### src/hdl/bss_pkg.sv
// Shared types, constants and helper functions of the boid steering block.
package bss_pkg;

  localparam int MAX_NEIGHBORS  = 4095;
  localparam int CELL_PIXELS    = 12;
  localparam int SIDE_BAND_DIV  = 3;
  localparam int FLOOR_BAND_DIV = 6;

  // Field widths
  localparam int POS_W  = 24;
  localparam int HD_W   = 16;
  localparam int CNT_W  = 12;
  localparam int FRM_W  = 7;

  // Configuration port
  localparam int ADDR_W = 5;
  localparam int DATA_W = 32;

  // Internal arithmetic widths
  localparam int CORDIC_STEPS = 16;
  localparam int STEP_W       = $clog2(CORDIC_STEPS);
  localparam int CORDIC_START = 9949;
  localparam int CW     = 34;
  localparam int ZW     = 18;
  localparam int TRIG_W = 18;
  localparam int MUL_W  = 33;
  localparam int PROD_W = 2 * MUL_W;
  localparam int ACC_W  = 56;
  localparam int OFFS_W = 28;
  localparam int SUMC_W = 28;
  localparam int DIST_W = 50;
  localparam int RSQ_W  = 30;
  localparam int KK_W   = 24;
  localparam int ETERM_W = 28;

  // Reciprocal multipliers for the band divisions (exact for 16-bit operands)
  localparam int DIV3_SHIFT = 17;
  localparam int DIV6_SHIFT = 18;
  localparam int DIV3_MUL = (2**DIV3_SHIFT + SIDE_BAND_DIV - 1) / SIDE_BAND_DIV;
  localparam int DIV6_MUL = (2**DIV6_SHIFT + FLOOR_BAND_DIV - 1) / FLOOR_BAND_DIV;
  localparam int RAD_UNIT_SQ = (CELL_PIXELS * 256) * (CELL_PIXELS * 256);

  // Register reset values
  localparam int RST_SEP    = 328;
  localparam int RST_ALIGN  = 98304;
  localparam int RST_COH    = 655;
  localparam int RST_EDGE   = 13107;
  localparam int RST_SPEED  = 10240;
  localparam int RST_VISION = 3;
  localparam int RST_WIDTH  = 640;
  localparam int RST_HEIGHT = 384;

  typedef enum logic [2:0] {
    REG_SEP, REG_ALIGN, REG_COH, REG_EDGE, REG_SPEED, REG_VISION, REG_WIDTH, REG_HEIGHT
  } reg_idx_t;

  typedef enum logic {CORDIC_ROTATE, CORDIC_VECTOR} cordic_mode_t;

  typedef struct packed {
    logic [9:0]       sep_w;
    logic [18:0]      align_w;
    logic [10:0]      coh_w;
    logic [15:0]      edge_w;
    logic [14:0]      speed;
    logic [15:0]      width;
    logic [15:0]      height;
    logic [15:0]      band_x;
    logic [15:0]      band_y;
    logic [15:0]      band_b;
    logic [RSQ_W-1:0] rad_sq;
  } cfg_t;

  typedef struct packed {
    logic                  start;
    cordic_mode_t          mode;
    logic signed [CW-1:0]  vx;
    logic signed [CW-1:0]  vy;
    logic [HD_W-1:0]       angle;
  } cordic_req_t;

  typedef struct packed {
    logic                  done;
    logic signed [CW-1:0]  x;
    logic signed [CW-1:0]  y;
    logic signed [ZW-1:0]  z;
  } cordic_rsp_t;

  typedef enum logic [4:0] {
    S_IDLE, S_DX, S_DY, S_DCMP, S_NB_ROT, S_EDGE, S_K1, S_K2, S_AX, S_OX, S_AY, S_OY,
    S_SUMY, S_SOLO_ROT, S_ZCHK, S_NORM, S_VEC, S_MOVE_GO, S_MOVE_ROT, S_MX, S_MY,
    S_MFIN, S_OUT
  } state_t;

  function automatic logic signed [ZW-1:0] atan_step(input logic [STEP_W-1:0] i);
    logic signed [ZW-1:0] v;
    case (i)
      4'd0:    v = 18'sd8192;
      4'd1:    v = 18'sd4836;
      4'd2:    v = 18'sd2555;
      4'd3:    v = 18'sd1297;
      4'd4:    v = 18'sd651;
      4'd5:    v = 18'sd326;
      4'd6:    v = 18'sd163;
      4'd7:    v = 18'sd81;
      4'd8:    v = 18'sd41;
      4'd9:    v = 18'sd20;
      4'd10:   v = 18'sd10;
      4'd11:   v = 18'sd5;
      4'd12:   v = 18'sd3;
      4'd13:   v = 18'sd1;
      4'd14:   v = 18'sd1;
      default: v = 18'sd0;
    endcase
    return v;
  endfunction

  function automatic logic signed [POS_W-1:0] sat_pos(input logic signed [POS_W+1:0] v);
    logic signed [POS_W+1:0] hi;
    logic signed [POS_W+1:0] lo;
    hi = (POS_W+2)'(2**(POS_W-1) - 1);
    lo = -(POS_W+2)'(2**(POS_W-1));
    if (v > hi) return hi[POS_W-1:0];
    else if (v < lo) return lo[POS_W-1:0];
    else return v[POS_W-1:0];
  endfunction

endpackage

### src/hdl/bss_mul.sv
// Shared signed multiplier with registered product.
module bss_mul (
  input  logic                              clk,
  input  logic signed [bss_pkg::MUL_W-1:0]  a,
  input  logic signed [bss_pkg::MUL_W-1:0]  b,
  output logic signed [bss_pkg::PROD_W-1:0] p
);
  import bss_pkg::*;

  always_ff @(posedge clk) begin
    p <= a * b;
  end
endmodule

### config.mk
export PLATFORM = sky130hd
export DESIGN_NAME = bss_mul
export DESIGN_NICKNAME = d
export VERILOG_FILES = /design/src/hdl/bss_pkg.sv /design/src/hdl/bss_mul.sv
export SDC_FILE = /design/constraint.sdc
export NUM_CORES = 2
export LEC_CHECK = 0
export BUFFER_PORTS_ARGS = -buffer_cell sky130_fd_sc_hd__buf_2
export CELL_PAD_IN_SITES_DETAIL_PLACEMENT = 1
export CELL_PAD_IN_SITES_GLOBAL_PLACEMENT = 1
export CORE_MARGIN = 2
export CORE_UTILIZATION = 38
export CTS_BUF_LIST = sky130_fd_sc_hd__clkbuf_16
export CTS_CLUSTER_DIAMETER = 120
export DETAILED_ROUTE_END_ITERATION = 12
export PLACE_DENSITY_LB_ADDON = 0.1
export REMOVE_ABC_BUFFERS = 1
export SYNTH_ARGS = -nofsm -noshare
export SYNTH_HDL_FRONTEND = slang
export SYNTH_SLANG_ARGS = --single-unit
### constraint.sdc
create_clock -name clk -period 9.9 [get_ports clk]
set_input_delay 1.98 -clock clk [delete_from_list [all_inputs] [get_ports clk]]
set_output_delay 1.98 -clock clk [all_outputs]
set_load 0.005 [all_outputs]
* Word-level counts from Yosys, hierarchy flattened
Index checks and enable logic that the tools add are counted.
** Operators by class
- Eq/ne operators :: 0
- Add/sub/neg operators :: 0
- Divide/modulo/power cells :: 0
- Multipliers :: 1
- Bitwise logic cells :: 0
- Order comparisons :: 0
- Shift operators :: 0
- Muxes and demuxes :: 0
- Reduce and logical (&&, ||, !) cells :: 0
** Operators with widths (count)
- $mul A33 B33 Y66 :: 1
** Word-level totals
- Bits in read-only memories :: 0
- Memories :: 0
- Input bits :: 67
- Register bits :: 66
- Word-level logic and storage cells :: 2
- RAM bits :: 0
- Latch bits :: 0
- Output and inout bits :: 66

* Depth between registers and ports, before layout
- Depth after elaboration :: 1
- Mapped depth :: 27

* Least setup slack after synthesis
Ideal clock, no wire load.
- Kind :: input to register
- Start point :: input a[32] (netlist bit)
- End point :: register p[62] (netlist bit)
- Path buffers :: 2
- Path slack :: 0.684 ns
- Stages on the path :: 23
- Data arrival time :: 9.137 ns
- Cell sequence :: clkbuf_1 > nand2_1 > inv_1 > fa_1 > fa_1 > fa_1 > fa_1 > fa_1 > fa_1 > fa_1 > inv_1 > fa_1 > inv_1 > ha_1 > clkbuf_1 > and3_1 > nand3_1 > nand2b_1 > a2111oi_4 > a211oi_4 > a21o_2 > a21o_1 > a211oi_2
** On the way
- Cells in the longest elaborated chain, start to end :: 1
** RTL lines
- from (decl) :: RTL line bss_mul.sv:4 : input logic signed [bss_pkg::MUL_W-1:0] a,
- $mul A33 B33 Y66 :: RTL line bss_mul.sv:11 : p <= a * b;
- to (signal assigned) :: RTL line bss_mul.sv:11
- to (decl) :: RTL line bss_mul.sv:6 : output logic signed [bss_pkg::PROD_W-1:0] p
No other way between the ends.

* Worst setup path after layout
- Start point :: input a[9] (netlist bit)
- End point :: register p[45] (netlist bit)
Same word-level chain as after synthesis.

==> results_dict.tcl <==
set metrics [dict create \
    cp_common_cell "fa_1" \
    cts_resized 0 \
    synth-simple-area-share_pct 15.78 \
    fin_setup_tns_ns 0 \
    rsz0062_at_grt "false" \
    post-route-period-util_pct 94.53 \
    async_reset_ff_share_pct 0 \
    endpoint_kind "flip-flop" \
    maxSlewViolCount 0 \
    largestRegisters "p x66" \
    cap_viol_max_count 0 \
    hp-start "b[0]" \
    path_clk_slew_ns 0.07 \
    ys_ff_latch 66 \
    min_to "p[0]" \
    postSynthCellCount 4338 \
    die_w_um 331.4 \
    critPathSlowestCell "buf_2" \
    period_needed_ns 9.359 \
    multi_input_area_um2 34320 \
    crit_fanout 21 \
    ys.flop_type "dfxtp_1" \
    seq_area_frac_synth_pct 3.244 \
    wl_um 123600 \
    fin_cells 5821 \
    drc_errors 0 \
    postCtsSetupBuffers 0 \
    synthXorXnorAreaFrac_pct 1.462 \
    antenna_found_initial 8 \
    grt_max_degree 34 \
    dpl.hpwl_um 108000 \
    gr-total-overflow 0 \
    worst_pin_slew_ns 0.9224 \
    vias_per_cell 4.841 \
    relSlewSlack_pct 38.51 \
    synth_edf_count 0 \
    drt_iter0_drc 1120 \
    outcome "complete, no violations" \
    synth_compound_area_share_pct 4.067 \
    hp-class "input pin to flip-flop" \
    largest_register_ffs 66 \
    met1_usage_pct 29.96 \
    gr-usage-met2_pct 42.12 \
    hold_viol_final 0 \
    hold_depth 3 \
    gr-usage-met3_pct 3.262 \
    wire_per_inst_um 21.24 \
    placed_cells 5804 \
    clock_sinks 66 \
    io_pins 133 \
    core_um2 106800 \
    rows 120 \
    numCtsBuffers 9 \
    nNetsFinal 5841 \
    timing_worst_setup_path_type "input pin to flip-flop" \
    die_area_um2 109800 \
    seqCellArea_um2 1321 \
    hold_buffers 0 \
    drive_gt1_share_pct 7.562 \
    cts_max_level 3 \
    grt-busiest-layer "met2" \
    max_freq_ghz 0.1069 \
    cp_data_required_time_ns 10.16 \
    gp_congestion 0.8465 \
    cts_buffer_depth 2 \
    crit_path_start_kind "input pin" \
    yosysWarningCount 0 \
    drtPass1Iterations 5 \
    max_stage_delay_ns 0.63 \
    top_register "p" \
    syn_avg_cell_area_um2 9.390 \
    start_util_pct 38.16 \
    area_growth_pct 7.664 \
    synth_mux_area_share_pct 0 \
    dieHeight_um 331.4 \
    setup_viol 0 \
    netlist_area_um2 40730 \
    synthAdderAreaFrac_pct 62.94 \
    ant_nets 0 \
    grt_pass1_vias 32480 \
    root_buffer "clkbuf_16" \
    cp_cell_sequence "buf_2 -> nand2_1 -> fa_1 -> fa_1 -> inv_1 -> fa_1 -> inv_1 -> fa_1 -> inv_1 -> fa_1 -> fa_1 -> fa_1 -> inv_1 -> fa_1 -> inv_1 -> ha_1 -> a21o_1 -> o21bai_1 -> nand2b_1 -> a31oi_1 -> a21oi_1 -> a21oi_1 -> or3b_1 -> nand3_1" \
    portBuffers 132 \
    cts_tree "done" \
    fillCellCount 12260 \
    yosysUniqueCellTypes 80 \
    grt_pass1_wl_um 194100 \
    vias 28180 \
    grtUsageTotal_pct 23.41 \
    cp.arrival_ns 9.61 \
    synth_top_family_by_area "adder cells" \
]
-- worst max path at each step --
stage,slack (ns),startpoint,end,depth (start not counted)
finish,0.54,a[9],p[45],24
detailed placement,0.23,b[11],p[45],23
global placement,0.21,a[9],p[45],24
global route,0.18,b[11],p[45],23
CTS,0.57,b[11],p[45],23
floorplan,1.04,b[0],p[62],21
-- cell usage after synthesis (7+ instances only) --
cell type / number / area (µm²)
inv_1: 1131 / 4245
nor2_1: 68 / 255.2
a211oi_1: 7 / 52.55
xor2_1: 25 / 219.0
ha_1: 217 / 2715
fa_1: 1145 / 22920
a21o_1: 36 / 270.3
a31oi_1: 8 / 50.05
xnor2_1: 43 / 376.6
o21ai_0: 25 / 125.1
nand3_1: 25 / 125.1
buf_2: 11 / 55.05
o21bai_1: 11 / 82.58
a21oi_1: 57 / 285.3
dfxtp_1: 66 / 1321
nand2_1: 551 / 2068
nand2b_1: 12 / 75.07
nand4_1: 11 / 68.82
clkbuf_1: 208 / 780.8
and2_1: 562 / 3516
nor3_1: 7 / 35.03
-- layout by cell type, fill, tap and decap left out, types with 4 or more instances in the layout --
| master | n |
|---|---|
| a31oi_1 | 8 |
| a211oi_1 | 7 |
| buf_12 | 10 |
| dfxtp_1 | 66 |
| a211o_1 | 6 |
| buf_2 | 132 |
| o21bai_1 | 11 |
| and3_1 | 5 |
| o21ai_0 | 25 |
| nor2b_1 | 5 |
| clkbuf_16 | 9 |
| ha_1 | 217 |
| nand2b_1 | 12 |
| inv_1 | 1133 |
| nand4_1 | 11 |
| buf_4 | 142 |
| a21oi_1 | 57 |
| and2_1 | 562 |
| o21a_1 | 6 |
| nor2_1 | 68 |
| xor2_1 | 25 |
| o211ai_1 | 4 |
| xnor2_1 | 43 |
| nand2_1 | 551 |
| and4_1 | 5 |
| o21ai_1 | 6 |
| nor3_1 | 7 |
| fa_1 | 1145 |
| nand3_1 | 25 |
| a21o_1 | 36 |
-- cell type report --
| cell class | count | share of cell area (%) |
|---|---|---|
| Multi-Input combinational cell | 2920 | 78.25 |
| Inverter | 1131 | 9.680 |
| Timing Repair Buffer | 284 | 4.394 |
| Tap cell | 1403 | 4.003 |
| Sequential cell | 66 | 3.013 |
| Clock buffer | 9 | 0.5135 |
| Clock inverter | 7 | 0.1426 |
| Antenna cell | 1 | 0.005706 |
-- metrics by stage --
stage	utilization [%]	hold WS [ns]	cell area (µm²)	worst slack, ns
6_report	41.08	2.331	43860	0.5414
5_1_grt	41.08	2.327	43850	0.1813
4_1_cts	41.08	2.313	43850	0.5710
3_5_place_dp	40.81	2.357	43570	0.2338
3_3_place_gp	40.81	2.357	43570	0.2101
2_1_floorplan	-	2.102	39880	1.038
-- worst max-delay path, delay by kind of cell --
kind	cells	cell delay, ns
AND/OR/NAND/NOR	4	0.99
buffers and inverters	6	0.89
adder cells (fa/ha/maj)	9	4.57
AO/OA/AOI/OAI	5	1.14
-- layer usage --
metal / vias up / share of wire, %
li1: 12460 / -
met3: 127 / 3.5
met5: - / 0.078
met4: 4 / 2.3
met1: 15200 / 42
met2: 381 / 52
-- cells by family (layout without fill, tap and decap cells) --
family | count (synthesis) | after routing
AO/OA/AOI/OAI | 219 | 219
XOR/XNOR | 68 | 68
adder cells (fa/ha/maj) | 1362 | 1362
buffers and inverters | 1352 | 1431
flip-flops | 66 | 66
other | 0 | 1
AND/OR/NAND/NOR | 1271 | 1271
Power is not shown: default switching activity piles up to over one toggle a cycle in this logic, so the estimate is an artifact.
