==> config.mk <==
export PLATFORM = sky130hd
export DESIGN_NAME = bss_cfg
export DESIGN_NICKNAME = d
export VERILOG_FILES = /design/src/hdl/bss_pkg.sv /design/src/hdl/bss_cfg.sv
export SDC_FILE = /design/constraint.sdc
export NUM_CORES = 1
export LEC_CHECK = 0
export BUFFER_PORTS_ARGS = -buffer_cell sky130_fd_sc_hd__buf_2
export CORE_UTILIZATION = 61
export CTS_CLUSTER_DIAMETER = 30
export CTS_CLUSTER_SIZE = 10
export DETAILED_ROUTE_END_ITERATION = 6
export HOLD_SLACK_MARGIN = 0.1
export PLACE_DENSITY = 0.95
export SLEW_MARGIN = 20
export SYNTH_ARGS = -nofsm -noshare
export SYNTH_HDL_FRONTEND = slang
export SYNTH_SLANG_ARGS = --single-unit
==> constraint.sdc <==
create_clock -name clk -period 12.55 [get_ports clk]
set_input_delay 1.255 -clock clk [delete_from_list [all_inputs] [get_ports clk]]
set_output_delay 1.255 -clock clk [all_outputs]
set_load 0.01 [all_outputs]
==> src/hdl/bss_pkg.sv <==
// Shared types, constants and helper functions of the boid steering block.
package bss_pkg;

  localparam int MAX_NEIGHBORS  = 4095;
  localparam int CELL_PIXELS    = 12;
  localparam int SIDE_BAND_DIV  = 3;
  localparam int FLOOR_BAND_DIV = 6;

  // Field widths
  localparam int POS_W  = 24;
  localparam int HD_W   = 16;
  localparam int CNT_W  = 12;
  localparam int FRM_W  = 7;

  // Configuration port
  localparam int ADDR_W = 5;
  localparam int DATA_W = 32;

  // Internal arithmetic widths
  localparam int CORDIC_STEPS = 16;
  localparam int STEP_W       = $clog2(CORDIC_STEPS);
  localparam int CORDIC_START = 9949;
  localparam int CW     = 34;
  localparam int ZW     = 18;
  localparam int TRIG_W = 18;
  localparam int MUL_W  = 33;
  localparam int PROD_W = 2 * MUL_W;
  localparam int ACC_W  = 56;
  localparam int OFFS_W = 28;
  localparam int SUMC_W = 28;
  localparam int DIST_W = 50;
  localparam int RSQ_W  = 30;
  localparam int KK_W   = 24;
  localparam int ETERM_W = 28;

  // Reciprocal multipliers for the band divisions (exact for 16-bit operands)
  localparam int DIV3_SHIFT = 17;
  localparam int DIV6_SHIFT = 18;
  localparam int DIV3_MUL = (2**DIV3_SHIFT + SIDE_BAND_DIV - 1) / SIDE_BAND_DIV;
  localparam int DIV6_MUL = (2**DIV6_SHIFT + FLOOR_BAND_DIV - 1) / FLOOR_BAND_DIV;
  localparam int RAD_UNIT_SQ = (CELL_PIXELS * 256) * (CELL_PIXELS * 256);

  // Register reset values
  localparam int RST_SEP    = 328;
  localparam int RST_ALIGN  = 98304;
  localparam int RST_COH    = 655;
  localparam int RST_EDGE   = 13107;
  localparam int RST_SPEED  = 10240;
  localparam int RST_VISION = 3;
  localparam int RST_WIDTH  = 640;
  localparam int RST_HEIGHT = 384;

  typedef enum logic [2:0] {
    REG_SEP, REG_ALIGN, REG_COH, REG_EDGE, REG_SPEED, REG_VISION, REG_WIDTH, REG_HEIGHT
  } reg_idx_t;

  typedef enum logic {CORDIC_ROTATE, CORDIC_VECTOR} cordic_mode_t;

  typedef struct packed {
    logic [9:0]       sep_w;
    logic [18:0]      align_w;
    logic [10:0]      coh_w;
    logic [15:0]      edge_w;
    logic [14:0]      speed;
    logic [15:0]      width;
    logic [15:0]      height;
    logic [15:0]      band_x;
    logic [15:0]      band_y;
    logic [15:0]      band_b;
    logic [RSQ_W-1:0] rad_sq;
  } cfg_t;

  typedef struct packed {
    logic                  start;
    cordic_mode_t          mode;
    logic signed [CW-1:0]  vx;
    logic signed [CW-1:0]  vy;
    logic [HD_W-1:0]       angle;
  } cordic_req_t;

  typedef struct packed {
    logic                  done;
    logic signed [CW-1:0]  x;
    logic signed [CW-1:0]  y;
    logic signed [ZW-1:0]  z;
  } cordic_rsp_t;

  typedef enum logic [4:0] {
    S_IDLE, S_DX, S_DY, S_DCMP, S_NB_ROT, S_EDGE, S_K1, S_K2, S_AX, S_OX, S_AY, S_OY,
    S_SUMY, S_SOLO_ROT, S_ZCHK, S_NORM, S_VEC, S_MOVE_GO, S_MOVE_ROT, S_MX, S_MY,
    S_MFIN, S_OUT
  } state_t;

  function automatic logic signed [ZW-1:0] atan_step(input logic [STEP_W-1:0] i);
    logic signed [ZW-1:0] v;
    case (i)
      4'd0:    v = 18'sd8192;
      4'd1:    v = 18'sd4836;
      4'd2:    v = 18'sd2555;
      4'd3:    v = 18'sd1297;
      4'd4:    v = 18'sd651;
      4'd5:    v = 18'sd326;
      4'd6:    v = 18'sd163;
      4'd7:    v = 18'sd81;
      4'd8:    v = 18'sd41;
      4'd9:    v = 18'sd20;
      4'd10:   v = 18'sd10;
      4'd11:   v = 18'sd5;
      4'd12:   v = 18'sd3;
      4'd13:   v = 18'sd1;
      4'd14:   v = 18'sd1;
      default: v = 18'sd0;
    endcase
    return v;
  endfunction

  function automatic logic signed [POS_W-1:0] sat_pos(input logic signed [POS_W+1:0] v);
    logic signed [POS_W+1:0] hi;
    logic signed [POS_W+1:0] lo;
    hi = (POS_W+2)'(2**(POS_W-1) - 1);
    lo = -(POS_W+2)'(2**(POS_W-1));
    if (v > hi) return hi[POS_W-1:0];
    else if (v < lo) return lo[POS_W-1:0];
    else return v[POS_W-1:0];
  endfunction

endpackage

==> src/hdl/bss_cfg.sv <==
// Configuration register file on the APB port, with derived band and radius values.
module bss_cfg (
  input  logic                        clk,
  input  logic                        rst,
  input  logic                        psel,
  input  logic                        penable,
  input  logic                        pwrite,
  input  logic [bss_pkg::ADDR_W-1:0]  paddr,
  input  logic [bss_pkg::DATA_W-1:0]  pwdata,
  output logic [bss_pkg::DATA_W-1:0]  prdata,
  output logic                        pready,
  output bss_pkg::cfg_t               cfg
);
  import bss_pkg::*;

  logic [9:0]  sep_w;
  logic [18:0] align_w;
  logic [10:0] coh_w;
  logic [15:0] edge_w;
  logic [14:0] speed;
  logic [2:0]  vision;
  logic [15:0] width, height;
  logic [15:0] band_x, band_y, band_b;
  logic [RSQ_W-1:0] rad_sq;
  logic [33:0] w3, h3, h6;
  logic [5:0]  vis_sq;
  logic        wr;
  reg_idx_t    idx;

  assign idx    = reg_idx_t'(paddr[ADDR_W-1:2]);
  assign wr     = psel && penable && pwrite;
  assign pready = 1'b1;

  always_ff @(posedge clk) begin
    if (rst) begin
      sep_w   <= 10'(RST_SEP);
      align_w <= 19'(RST_ALIGN);
      coh_w   <= 11'(RST_COH);
      edge_w  <= 16'(RST_EDGE);
      speed   <= 15'(RST_SPEED);
      vision  <= 3'(RST_VISION);
      width   <= 16'(RST_WIDTH);
      height  <= 16'(RST_HEIGHT);
    end else if (wr) begin
      unique case (idx)
        REG_SEP:    sep_w   <= pwdata[9:0];
        REG_ALIGN:  align_w <= pwdata[18:0];
        REG_COH:    coh_w   <= pwdata[10:0];
        REG_EDGE:   edge_w  <= pwdata[15:0];
        REG_SPEED:  speed   <= pwdata[14:0];
        REG_VISION: vision  <= pwdata[2:0];
        REG_WIDTH:  width   <= pwdata[15:0];
        REG_HEIGHT: height  <= pwdata[15:0];
        default:    ;
      endcase
    end
  end

  always_comb begin
    unique case (idx)
      REG_SEP:    prdata = DATA_W'(sep_w);
      REG_ALIGN:  prdata = DATA_W'(align_w);
      REG_COH:    prdata = DATA_W'(coh_w);
      REG_EDGE:   prdata = DATA_W'(edge_w);
      REG_SPEED:  prdata = DATA_W'(speed);
      REG_VISION: prdata = DATA_W'(vision);
      REG_WIDTH:  prdata = DATA_W'(width);
      REG_HEIGHT: prdata = DATA_W'(height);
      default:    prdata = '0;
    endcase
  end

  // Divide by 3 and 6 through reciprocal multiply, bands floor at 1
  assign w3     = 34'(width)  * 34'(DIV3_MUL);
  assign h3     = 34'(height) * 34'(DIV3_MUL);
  assign h6     = 34'(height) * 34'(DIV6_MUL);
  assign vis_sq = 6'(vision) * 6'(vision);

  always_ff @(posedge clk) begin
    band_x <= (w3[DIV3_SHIFT +: 16] == '0) ? 16'd1 : w3[DIV3_SHIFT +: 16];
    band_y <= (h3[DIV3_SHIFT +: 16] == '0) ? 16'd1 : h3[DIV3_SHIFT +: 16];
    band_b <= (h6[DIV6_SHIFT +: 16] == '0) ? 16'd1 : h6[DIV6_SHIFT +: 16];
    rad_sq <= RSQ_W'(RSQ_W'(vis_sq) * RSQ_W'(RAD_UNIT_SQ));
  end

  always_comb begin
    cfg.sep_w   = sep_w;
    cfg.align_w = align_w;
    cfg.coh_w   = coh_w;
    cfg.edge_w  = edge_w;
    cfg.speed   = speed;
    cfg.width   = width;
    cfg.height  = height;
    cfg.band_x  = band_x;
    cfg.band_y  = band_y;
    cfg.band_b  = band_b;
    cfg.rad_sq  = rad_sq;
  end
endmodule

# Word-level counts from Yosys, hierarchy flattened
# Index checks and enable logic that the tools add are counted.
# classes
n_mul	4
n_eq_ne	7
muxes	1
reduce_logical	14
# ops
cell	n
$pmux 32 s8	1
$mul 16x16->32 const B	2
$logic_not 16->1	3
$reduce_and 2->1	8
$eq 3x3->1 const B	4
$mul 6x4->10 const B	1
$eq 3x2->1 const B	2
$mul 3x3->6	1
$eq 3x1->1 const B	1
$logic_not 3->1	1
$logic_and 1x1->1	2
# word_totals
reg_bits	160
inputBits	42
output_inout_bits	214
wordCells	38

# Depth between registers and ports, before layout
# depth
depth_word	3
mapped_depth	22
ltp_nobuf	21

# Worst setup path before layout
# Ideal clock, no wire load.
# synth_timing
path_type	register to register
from	register width[1]
to	register band_x[0]
setup_ps	96
arrival_ps	6239
required_ps	12454
path_slack_ps	6215
stages_incl_launch_ff	23
n_path_buf	1
period_less_slack_ps	6335
cell_sequence	dfxtp_1 -> ha_1 -> xor2_1 -> ha_1 -> a21oi_1 -> fa_1 -> inv_1 -> fa_1 -> fa_1 -> inv_1 -> fa_1 -> inv_1 -> ha_1 -> buf_6 -> a221oi_2 -> o21ai_1 -> a221oi_2 -> a31oi_1 -> or3_1 -> a2111oi_2 -> or4b_1 -> or4_1 -> o41ai_2
# synth_via
elab_chain_cells	2
# synth_rtl
element	line	text
from (decl)	bss_cfg.sv:22	logic [15:0] width, height;
from (signal assigned)	bss_cfg.sv:42	width <= 16'(RST_WIDTH);
from (signal assigned)	bss_cfg.sv:52	REG_WIDTH: width <= pwdata[15:0];
$mul 16x16->32 (*)	bss_cfg.sv:74	assign w3 = 34'(width) * 34'(DIV3_MUL);
$logic_not 16->1	bss_cfg.sv:80	band_x <= (w3[DIV3_SHIFT +: 16] == '0) ? 16'd1 : w3[DIV3_SHIFT +: 16];
to (signal assigned)	bss_cfg.sv:80	
to (decl)	bss_cfg.sv:23	logic [15:0] band_x, band_y, band_b;
# Mark *: on every way between the ends. The rest lies on a longest branch, timed or not.
# A chain may end at the register's enable or synchronous reset.

# Worst setup path after layout
# Ends and elaborated chain as after synthesis.

==> results_dict.tcl <==
set metrics [dict create \
    multiInputGateArea_sq_mm 0.0111 \
    synth.avg_cell_area_sq_um 8.87 \
    slew_violations 0 \
    r2r-start "width[1]$_SDFFE_PP0P_" \
    hold_start "vision[0]$_SDFFE_PP1P_" \
    postCtsSetupBuffers 0 \
    dr.pass1.iters 6 \
    vdd_drop_max_mv 0.132 \
    antenna_cells 0 \
    area_delta_synth_final_pct 10.6 \
    drtAntennaViolNets 0 \
    leakage_nw 9.36 \
    cts_root_buffer "clkbuf_16" \
    min_path_type "register to register" \
    placed_cell_area_sq_mm 0.0169 \
    clkSlewWorstSetupHoldPaths_ps 80 \
    start_util_pct 62.5 \
    crit_buf_inv 3 \
    synth-seq-cells 159 \
    fin_nets 2414 \
    yosysWarnings 0 \
    register_area_sq_mm 0.00318 \
    fin_setup_tns_ps 0 \
    crit_arrival_ps 7520 \
    postCtsHoldBufs 0 \
    final_common_cell "inv_1" \
    synthCells 1784 \
    rr_endpoint "band_x[0]$_SDFF_PN1_" \
    synth-simple-area-share_pct 12.3 \
    r2r_setup_slack_ps 5360 \
    grt_pass1_wl_um 69700 \
    setup_viol 0 \
    yosys.area.top_type "ha_1" \
    rows 58 \
    grt_busiest_layer "met2" \
    cp_top_family "adder cells" \
    grt_pass1_vias 13716 \
    critPathMaxFanout 10 \
    yosysTopAreaCellShare_pct 20.9 \
    rsz0062_at_grt "false" \
    hold_path_depth 0 \
    drc 0 \
    globalRouteMet3Util_pct 7.49 \
    drt_iter0_drc 1603 \
    power_density_mw_per_mm2 81.2 \
    synthTopCellsByArea "ha_1 (21%), dfxtp_1 (20%), fa_1 (19%)" \
    gp_congestion 0.934 \
    syn_area_sq_mm 0.0158 \
    synth_cell_types 64 \
    holdPathEnd "rad_sq[20]$_DFF_P_" \
    max_freq_mhz 139 \
    clk_path_buf_depth 2 \
    path_common_cell "fa_1" \
    totalWireLength_um 44000 \
    critPathSlowestCell "dfxtp_1" \
    cts_tree "yes" \
    drv_cap 0 \
    design_area_sq_mm 0.0175 \
    cp.required_ps 12880 \
    fillers 1845 \
    ys.flop_type "dfxtp_1" \
    tightest_slew_ps 1160 \
    reg2regPathDepth 21 \
    die_w_um 163 \
    grt_overflow 0 \
    min_period_ps 7190 \
    dp_hpwl_um 34800 \
    coreArea_sq_mm 0.0253 \
    min_period_over_period_pct 57.3 \
    mostFrequentLayoutCells "inv_1 (322), nand2_1 (264), ha_1 (264), buf_2 (201), dfxtp_1 (159)" \
    worstSkewPairLatency_ps 450 \
    pin_count 256 \
    outcome "finished clean" \
    fin_skew_ps 23.8 \
    synth_edf_count 0 \
    use_met2_pct 56.4 \
    htree_levels 4 \
    numCtsBuffers 17 \
    seq_area_frac_synth_pct 20.1 \
    synth-async-reset-ratio_pct 0 \
    dieArea_sq_mm 0.0266 \
    finalHoldViolCount 0 \
    antenna_found_initial 0 \
    cp_cell_sequence "ha_1 > xor2_1 > ha_1 > a21oi_1 > fa_1 > inv_1 > fa_1 > fa_1 > inv_1 > fa_1 > inv_1 > ha_1 > a221oi_2 > o21ai_1 > a221oi_2 > a31oi_1 > or3_1 > a2111oi_2 > or4b_1 > or4_1 > o41ai_2" \
    wl_per_cell_um 19.1 \
    critPathMaxStageDelay_ps 660 \
    synth_mux_area_share_pct 2.03 \
    path_class "register to register" \
    grt_usage_pct 33.7 \
    end_kind "register" \
    die_height_um 163 \
    port_buffers 201 \
    vias 13597 \
    synth_top_family_by_area "adder cells" \
    met1_usage_pct 40.5 \
    via_per_inst 5.92 \
    cp-start-kind "register" \
    maxSlewHeadroom_pct 22.7 \
    synth_xor_area_share_pct 3.27 \
    yosys.area_share.adder_pct 40.4 \
    synth_compound_area_share_pct 11.0 \
    grt_max_degree 107 \
    clkSinkCount 159 \
    drive_gt1_share_pct 13.3 \
    cts_resized 0 \
]
-- worst max-delay path by stage --
stage / from / endpoint / slack [ps] / cells after the start
2_1_floorplan: width[1]$_SDFFE_PP0P_ / band_x[0]$_SDFF_PN1_ / 6210 / 22
3_3_place_gp: width[1]$_SDFFE_PP0P_ / band_x[0]$_SDFF_PN1_ / 5590 / 21
3_5_place_dp: width[1]$_SDFFE_PP0P_ / band_x[0]$_SDFF_PN1_ / 5490 / 21
4_1_cts: width[1]$_SDFFE_PP0P_ / band_x[0]$_SDFF_PN1_ / 5460 / 21
5_1_grt: width[1]$_SDFFE_PP0P_ / band_x[0]$_SDFF_PN1_ / 5130 / 21
6_report: width[1]$_SDFFE_PP0P_ / band_x[0]$_SDFF_PN1_ / 5360 / 21
-- cells in the mapped netlist, types with 10 or more instances --
master	number
inv_1	322
ha_1	264
nand2_1	264
dfxtp_1	159
fa_1	154
a21oi_1	137
buf_4	44
clkbuf_1	43
nor2_1	40
o21ai_0	30
xnor2_1	30
xor2_1	26
nand3b_1	25
nand3_1	18
nor3_1	14
a21o_1	13
mux2i_1	13
and3_1	12
nor2b_1	12
o211ai_1	12
and2_1	10
nand4_1	10
-- where the power goes --
group	total, mW	internal [mW]	switching, mW
Combinational	0.343	0.131	0.211
Clock	0.533	0.268	0.265
Sequential	0.546	0.535	0.0105
Total	1.42	0.935	0.487
-- registers in the layout, summed over array words and instances (netlist names) --
signal,flops
width,16
band_x,15
rad_sq,9
align_w,19
coh_w,11
speed,15
band_b,14
edge_w,16
height,16
vision,3
sep_w,10
band_y,15
-- cell families (layout without fill, tap and decap cells) --
kind of cell / Yosys count / after routing
AO/OA/AOI/OAI: 279 / 279
XOR/XNOR: 57 / 57
adder cells (fa/ha/maj): 418 / 418
buffers and inverters: 414 / 560
flip-flops: 159 / 159
multiplexers: 25 / 25
other: 2 / 39
AND/OR/NAND/NOR: 430 / 430
-- cell type report --
type,instances,area share (%)
multi-input cells,1248,63.2
well taps,330,2.36
repair buffers,206,5.96
flip-flops and latches,159,18.2
clock inverters,15,0.951
inverters,322,6.91
clock buffers,17,2.43
-- routing by layer --
layer / part of all wire [%] / vias to the layer above
li1: - / 6092
met1: 37 / 6453
met2: 48 / 844
met3: 9.7 / 208
met4: 5.2 / 0
met5: 0 / -
-- worst register-to-register path, cell delays in order, from the launching register on --
cell and delay (ps):
dfxtp_1 660, ha_1 400, xor2_1 300, ha_1 210, a21oi_1 60, fa_1 520, inv_1 50, fa_1 450
fa_1 490, inv_1 50, fa_1 520, inv_1 60, ha_1 380, a221oi_2 250, o21ai_1 130, a221oi_2 360
a31oi_1 200, or3_1 410, a2111oi_2 390, or4b_1 460, or4_1 440, o41ai_2 290
-- stage by stage --
step	total power, mW	hold WS [ps]	instances	worst slack [ps]	utilization [%]
detailed placement	0.891	431	2265	5490	66.8
global placement	0.877	429	2265	5590	66.8
finish	1.42	444	2297	5360	69.1
floorplan	0.795	391	1821	6210	-
global route	1.48	458	2297	5130	69.1
CTS	1.41	441	2297	5460	69.1
Note: power is estimated with default switching activity, not from simulation.
